==> src/design/skvt_pkg.sv <==
// ----------------------------------------------------------------------------
// Sorted key-value table: shared package
// Sizes, status and request codes, controller states, the command and status
// bundles between controller and datapath, and the word normalisation helper.
// ----------------------------------------------------------------------------
package skvt_pkg;

  // Table size and word format.
  localparam int TABLE_DEPTH = 64;
  localparam int WORD_CHARS  = 8;
  localparam int WORD_W      = 64;
  localparam int OP_W        = 2;
  localparam int STATUS_W    = 2;
  localparam int ADDR_W      = $clog2(TABLE_DEPTH);
  localparam int CNT_W       = $clog2(TABLE_DEPTH + 1);
  localparam int ENTRY_W     = 2 * WORD_W;

  // Request kinds.
  typedef enum logic [OP_W-1:0] {
    OP_INSERT = 2'd0,
    OP_REMOVE = 2'd1,
    OP_GET    = 2'd2,
    OP_FIND   = 2'd3
  } op_t;

  // Result status codes.
  typedef enum logic [STATUS_W-1:0] {
    ST_OK      = 2'd0,
    ST_FULL    = 2'd1,
    ST_EXISTS  = 2'd2,
    ST_MISSING = 2'd3
  } status_t;

  // Controller states.
  typedef enum logic [3:0] {
    S_IDLE,
    S_DISPATCH,
    S_SEARCH_RD,
    S_SEARCH_CMP,
    S_SHIFT_UP,
    S_INS_WR,
    S_SHIFT_DN,
    S_FIND,
    S_RESP
  } state_t;

  // Commands from the controller to the datapath.
  typedef struct packed {
    logic    load;       // capture a new item, start a search
    logic    srch_rd;    // read the midpoint entry
    logic    srch_lt;    // search key is below the midpoint
    logic    srch_gt;    // search key is above the midpoint
    logic    up_init;    // start the upward shift from the top entry
    logic    up_step;    // move one entry up by one place
    logic    dn_step;    // move one entry down by one place
    logic    ins_wr;     // write the new entry at the insert position
    logic    dec;        // one entry fewer
    logic    find_step;  // read the next entry during a value scan
    logic    res_hit;    // take the read entry as the result
    logic    set_sts;    // load sts_code as the result status
    status_t sts_code;
    logic    out_load;   // move the result into the output register
  } skvt_cmd_t;

  // Status from the datapath to the controller.
  typedef struct packed {
    op_t  op;
    logic full;
    logic lo_lt_hi;
    logic key_eq;
    logic key_lt;
    logic up_more;
    logic dn_more;
    logic find_more;
    logic rd_vld;
    logic val_eq;
    logic out_free;
  } skvt_sts_t;

  // Keep at most WORD_CHARS leading characters, stopping at the first zero.
  function automatic logic [WORD_W-1:0] norm_word(input logic [WORD_W-1:0] w);
    logic [WORD_W-1:0] r;
    logic              alive;
    logic [7:0]        c;
    r     = '0;
    alive = 1'b1;
    for (int n = 0; n < 8; n++) begin
      c = w[WORD_W-1-8*n -: 8];
      if (c == 8'd0 || n >= WORD_CHARS) begin
        alive = 1'b0;
      end
      if (alive) begin
        r[WORD_W-1-8*n -: 8] = c;
      end
    end
    return r;
  endfunction

endpackage

==> src/design/skvt_ctrl.sv <==
// ----------------------------------------------------------------------------
// Sorted key-value table: controller
// Sequences one request at a time: binary search, shifting for insert and
// remove, the linear value scan, and hand-over to the output register.
// ----------------------------------------------------------------------------
module skvt_ctrl
  import skvt_pkg::*;
(
  input  logic      clk,
  input  logic      rst_n,
  input  logic      in_valid,
  output logic      in_stall,
  input  skvt_sts_t sts,
  output skvt_cmd_t cmd
);

  state_t state_r;
  state_t state_nxt;

  // State register.
  always_ff @(posedge clk) begin
    if (!rst_n) begin
      state_r <= S_IDLE;
    end else begin
      state_r <= state_nxt;
    end
  end

  // Items are taken only when idle and out of reset.
  assign in_stall = !(rst_n && state_r == S_IDLE);

  // Next state and commands.
  always_comb begin
    state_nxt    = state_r;
    cmd          = '0;
    cmd.sts_code = ST_OK;
    case (state_r)
      S_IDLE: begin
        if (in_valid && !in_stall) begin
          cmd.load  = 1'b1;
          state_nxt = S_DISPATCH;
        end
      end
      S_DISPATCH: begin
        if (sts.op == OP_FIND) begin
          state_nxt = S_FIND;
        end else if (sts.op == OP_INSERT && sts.full) begin
          cmd.set_sts  = 1'b1;
          cmd.sts_code = ST_FULL;
          state_nxt    = S_RESP;
        end else begin
          state_nxt = S_SEARCH_RD;
        end
      end
      S_SEARCH_RD: begin
        if (sts.lo_lt_hi) begin
          cmd.srch_rd = 1'b1;
          state_nxt   = S_SEARCH_CMP;
        end else if (sts.op == OP_INSERT) begin
          cmd.up_init = 1'b1;
          state_nxt   = S_SHIFT_UP;
        end else begin
          // The status was preset to not found when the item was loaded.
          state_nxt = S_RESP;
        end
      end
      S_SEARCH_CMP: begin
        if (sts.key_eq) begin
          case (sts.op)
            OP_INSERT: begin
              cmd.set_sts  = 1'b1;
              cmd.sts_code = ST_EXISTS;
              state_nxt    = S_RESP;
            end
            OP_REMOVE: begin
              state_nxt = S_SHIFT_DN;
            end
            default: begin
              cmd.res_hit = 1'b1;
              state_nxt   = S_RESP;
            end
          endcase
        end else if (sts.key_lt) begin
          cmd.srch_lt = 1'b1;
          state_nxt   = S_SEARCH_RD;
        end else begin
          cmd.srch_gt = 1'b1;
          state_nxt   = S_SEARCH_RD;
        end
      end
      S_SHIFT_UP: begin
        if (sts.up_more) begin
          cmd.up_step = 1'b1;
        end else begin
          state_nxt = S_INS_WR;
        end
      end
      S_INS_WR: begin
        cmd.ins_wr   = 1'b1;
        cmd.set_sts  = 1'b1;
        cmd.sts_code = ST_OK;
        state_nxt    = S_RESP;
      end
      S_SHIFT_DN: begin
        if (sts.dn_more) begin
          cmd.dn_step = 1'b1;
        end else begin
          cmd.dec      = 1'b1;
          cmd.set_sts  = 1'b1;
          cmd.sts_code = ST_OK;
          state_nxt    = S_RESP;
        end
      end
      S_FIND: begin
        if (sts.rd_vld && sts.val_eq) begin
          cmd.res_hit = 1'b1;
          state_nxt   = S_RESP;
        end else if (sts.find_more) begin
          cmd.find_step = 1'b1;
        end else begin
          state_nxt = S_RESP;
        end
      end
      S_RESP: begin
        if (sts.out_free) begin
          cmd.out_load = 1'b1;
          state_nxt    = S_IDLE;
        end
      end
      default: begin
        state_nxt = S_IDLE;
      end
    endcase
  end

  // The output register is only loaded when it is free.
  a_load_free: assert property (@(posedge clk) disable iff (!rst_n)
    cmd.out_load |-> sts.out_free)
    else $error("result loaded while the output register is still occupied");

  // An insert write never happens on a full table.
  a_ins_not_full: assert property (@(posedge clk) disable iff (!rst_n)
    cmd.ins_wr |-> !sts.full)
    else $error("insert written into a full table");

  // A new item is only taken after the previous result has been handed over.
  a_resp_then_idle: assert property (@(posedge clk) disable iff (!rst_n)
    cmd.out_load |=> (state_r == S_IDLE))
    else $error("controller did not return to idle after handing over a result");

endmodule

==> config.mk <==
export PLATFORM = sky130hd
export DESIGN_NAME = skvt_ctrl
export DESIGN_NICKNAME = d
export VERILOG_FILES = /design/src/design/skvt_pkg.sv /design/src/design/skvt_ctrl.sv
export SDC_FILE = /design/constraint.sdc
export NUM_CORES = 1
export LEC_CHECK = 0
export CORE_AREA = 8 8 45 47
export DETAILED_ROUTE_END_ITERATION = 12
export DIE_AREA = 0 0 53 55
export DONT_BUFFER_PORTS = 1
export PLACE_DENSITY = 0.64
export SLEW_MARGIN = 20
export SYNTH_ARGS = -nofsm -noshare
export SYNTH_HDL_FRONTEND = slang
export SYNTH_SLANG_ARGS = --single-unit
==> constraint.sdc <==
create_clock -name clk -period 2.1 [get_ports clk]
set_input_delay 0.42 -clock clk [delete_from_list [all_inputs] [get_ports clk]]
set_output_delay 0.42 -clock clk [all_outputs]
set_load 0.01 [all_outputs]
Word-level counts from Yosys, hierarchy flattened
Index checks and enable logic that the tools add are counted.
Widths: inputs -> output; s select.
{"block": "word_totals", "regBits": 4, "out_inout_bits": 16}
{"block": "op_classes", "n_eq_ne": 15, "muxes": 45, "n_reduce_logical": 9}
{"op": "$mux 4", "n": 13}
{"op": "$pmux 4 s9", "n": 1}
{"op": "$mux 1", "n": 23}
{"op": "$eq 4x3->1 const B", "n": 4}
{"op": "$mux 3", "n": 4}
{"op": "$pmux 3 s4", "n": 1}
{"op": "$eq 4x2->1 const B", "n": 2}
{"op": "$ne 2x2->1 const B", "n": 3}
{"op": "$reduce_and 5->1", "n": 1}
{"op": "$eq 4x1->1 const B", "n": 1}
{"op": "$eq 4x4->1 const B", "n": 1}
{"op": "$logic_and 1x1->1", "n": 4}
{"op": "$logic_not 4->1", "n": 1}
{"op": "$mux 2", "n": 2}
{"op": "$ne 3x3->1 const B", "n": 1}
{"op": "$eq 2x1->1 const B", "n": 1}
{"op": "$eq 2x2->1 const B", "n": 1}
{"op": "$logic_not 2->1", "n": 1}
{"op": "$ne 2x1->1 const B", "n": 1}
{"op": "$pmux 1 s2", "n": 1}
{"op": "$reduce_or 2->1", "n": 1}
{"op": "$logic_not 1->1", "n": 1}

Logic depth before layout (Yosys ltp)
{"block": "depth", "ltp_word": 5, "ltp_mapped": 5}

Worst setup path before layout
No wires, ideal clock.
{"block": "synth_path", "kind": "reg-to-output", "start": "register state_r[0]", "end": "output port cmd[3] (netlist bit)", "arrival_time_ns": 1.406, "required_ns": 1.680, "slack_ns": 0.274, "stages_incl_launch_ff": 6, "n_path_buf": 1, "cell_sequence": "dfxtp_1 -> clkbuf_1 -> and4bb_2 -> nand2_1 -> nor3_1 -> a21o_1"}
{"element": "start: declaration", "line_no": "skvt_ctrl.sv:17", "source": "state_t state_r;"}
{"element": "start signal: assignment", "line_no": "skvt_ctrl.sv:25", "source": "state_r <= state_nxt;"}
{"element": "end: declaration", "line_no": "skvt_ctrl.sv:14", "source": "output skvt_cmd_t cmd"}

==> metrics.cfg <==
[setup_path]
reg2reg_from = state_r[3]$_SDFFE_PN0P_
path_class = reg2out
critical-path-slowest-cell = dfxtp_1
crit_start = state_r[3]$_SDFFE_PN0P_
crit_path_end_kind = primary output
cp-start-kind = flip-flop
worst_ep_arrival_time_ps = 1600
critPathBufInv = 0
crit_family = simple AND/OR/NAND/NOR gates
max_stage_delay_ps = 400
required_ps = 1680
cp_max_fo = 11
crit_chain = nand2b_1 > or3_1 > nor3_1

[final_layout]
largest_reg_flops = 4
multi_input_area_um2 = 429.2
fillers = 140
seq_area_um2 = 83.83
final_area_um2 = 623.1
fin_nets = 100
top_register = state_r
syn_to_final_growth_pct = 15.81
drive_gt1_frac = 0.2289
reg_top3 = state_r (4)
num_antenna_cells = 0
final_common_cell = nand2_1
final_cell_mix = 9 x nand2_1, 6 x inv_1, 6 x buf_4

[pwr]
ir_drop_mv = 0.3149
leakage_nw = 0.2303
powerDensity_nw_per_um2 = 522.2

[routing]
drcViolationCount = 0
drtIter0Drc = 23
vias = 629
routed_via_density = 6.354
drt_wl_total_um = 1628
ant_nets = 0
wl_per_cell_um = 16.44
drtPass1Iterations = 4

[placement]
hpwl_um = 1269
gp_congestion = 0.7727
dpl_cell_area_um2 = 586.8
port_buffers = 0

[clocking]
clockBufferDepth = 2
htree_levels = 1
clockRootBuffer = clkbuf_4
clkTransAtPathRegs_ps = 40
numClockSinks = 4
numCtsBuffers = 3
cts_tree = done
clk_latency_ps = 240
cts_hold_buf = 0

[sta]
hold_violations = 0
finalCriticalPeriod_ps = 2017
fin_crit_sh = 0.9603
max_slew_margin = 0.6224
finalSetupTns_ps = 0
clock.fmax_mhz = 495.9
tightest_slew_ps = 561.2
rsz0062_at_grt = false
fin_skew_ps = 6.736
slew_violations = 0
setup_viol = 0

[run_status]
status = finished, final reports clean

[floorplanning]
die-height_um = 55
core_um2 = 1384
die-area_um2 = 2915
die_x_um = 53
num_io_pins = 31
initial_utilization = 0.3888
rows = 14

[yosys]
netlist.area_leader.share = 0.1488
ys_ff_latch = 4
ys_warn_count = 0
synthesis.area_um2 = 538.0
ys.flop_type = dfxtp_1
synth_edf_count = 0
syn_avg_cell_area_um2 = 6.898
synthDistinctLibCells = 35
async_reset_ff_frac = 0
yosysSeqAreaShare = 0.1488
synthTopCellsByArea = dfxtp_1 15%, nand2_1 6.3%, nor3_1 4.7%, nor4_1 4.7%, inv_1 4.2%
synthCells = 78
syn_nets = 93
synth_top_area_cell = dfxtp_1

[min_path]
hp-start = rst_n
hold_class = in2reg

[grt]
grt-ovfl-total = 0
grt_max_degree = 18
grt_pass1_vias = 591
grt.total_usage = 0.1153
grt_antenna_before_repair = 0
grt_pass1_wl_um = 2532

[flow_run]
cap_viol_max_count = 0

-- cells by family after synthesis --
group           after synthesis  share of synthesized area
buf+inv                      10                    0.07208
mux                           1                    0.02093
flops                         4                     0.1488
compound gates               22                     0.3070
simple gates                 41                     0.4511
-- layer usage --
metal / global-route usage / vias to the layer above / wire length [µm]
li1: - / 315 / -
met1: 0.1170 / 281 / 656
met2: 0.1895 / 29 / 758
met3: 0.05080 / 4 / 187
met4: 0.07759 / 0 / 26
met5: 0 / - / 0
-- cell usage after synthesis, drive strengths merged, types with 2 or more instances --
| cell | instances |
|---|---|
| nor2 | 4 |
| nand3 | 3 |
| or3 | 3 |
| nor4b | 2 |
| nor4 | 4 |
| a211oi | 2 |
| o31ai | 3 |
| nor3 | 5 |
| nor2b | 2 |
| nor3b | 2 |
| o21ai | 4 |
| a21oi | 3 |
| nand2b | 3 |
| dfxtp | 4 |
| nand2 | 9 |
| clkbuf | 3 |
| inv | 6 |
-- where the power goes --
| part | switching, W | leakage, nW | internal (W) |
|---|---|---|---|
| Clock | 0.0000328 | 0.0138 | 0.0000640 |
| Combinational | 0.0000634 | 0.182 | 0.0000533 |
| Sequential | 0.0000253 | 0.0341 | 0.0000866 |
-- final timing paths --
kind / end / slack, ps / depth (start not counted)
worst max register to register: state_r[2]$_SDFFE_PN0P_ / 340 / 5
worst min register to register: state_r[1]$_SDFFE_PN0P_ / 620 / 1
worst max-delay path: cmd[11] / 80 / 3
worst min-delay path: state_r[0]$_SDFFE_PN0P_ / 290 / 2
-- through the flow --
| stage | hold WS [ps] | util | cells | setup slack (ps) | power (W) |
|---|---|---|---|---|---|
| floorplan | 528.5 | - | 78 | 273.7 | 0.0002009 |
| global placement | 534.3 | 0.4241 | 96 | 225.1 | 0.0002268 |
| detailed placement | 534.5 | 0.4241 | 96 | 202.2 | 0.0002257 |
| CTS | 286.7 | 0.4448 | 99 | 11.26 | 0.0003262 |
| global route | 290.8 | 0.4503 | 99 | 2.165 | 0.0003537 |
| finish | 289.3 | 0.4503 | 99 | 83.39 | 0.0003254 |
-- worst reg2reg max path, cell delays in order, from the launching register on --
cell and delay [ps]:
dfxtp_1 520, nand2b_1 270, nor4b_2 80, buf_4 160
a41o_1 260, o311a_1 350
-- area by class of cell --
| type | count | area share |
|---|---|---|
| Tap cell | 16 | 0.03213 |
| Clock buffer | 3 | 0.03614 |
| Inverter | 6 | 0.03614 |
| Timing Repair Buffer | 6 | 0.07229 |
| Sequential cell | 4 | 0.1345 |
| Multi-Input combinational cell | 64 | 0.6888 |
-- repair_timing --
item / in CTS / in global routing
resized for setup: 2 / 3
setup endpoints to repair: 3 / 7
setup buffers: 0 / 0
Note: power is estimated with default switching activity, not from simulation.
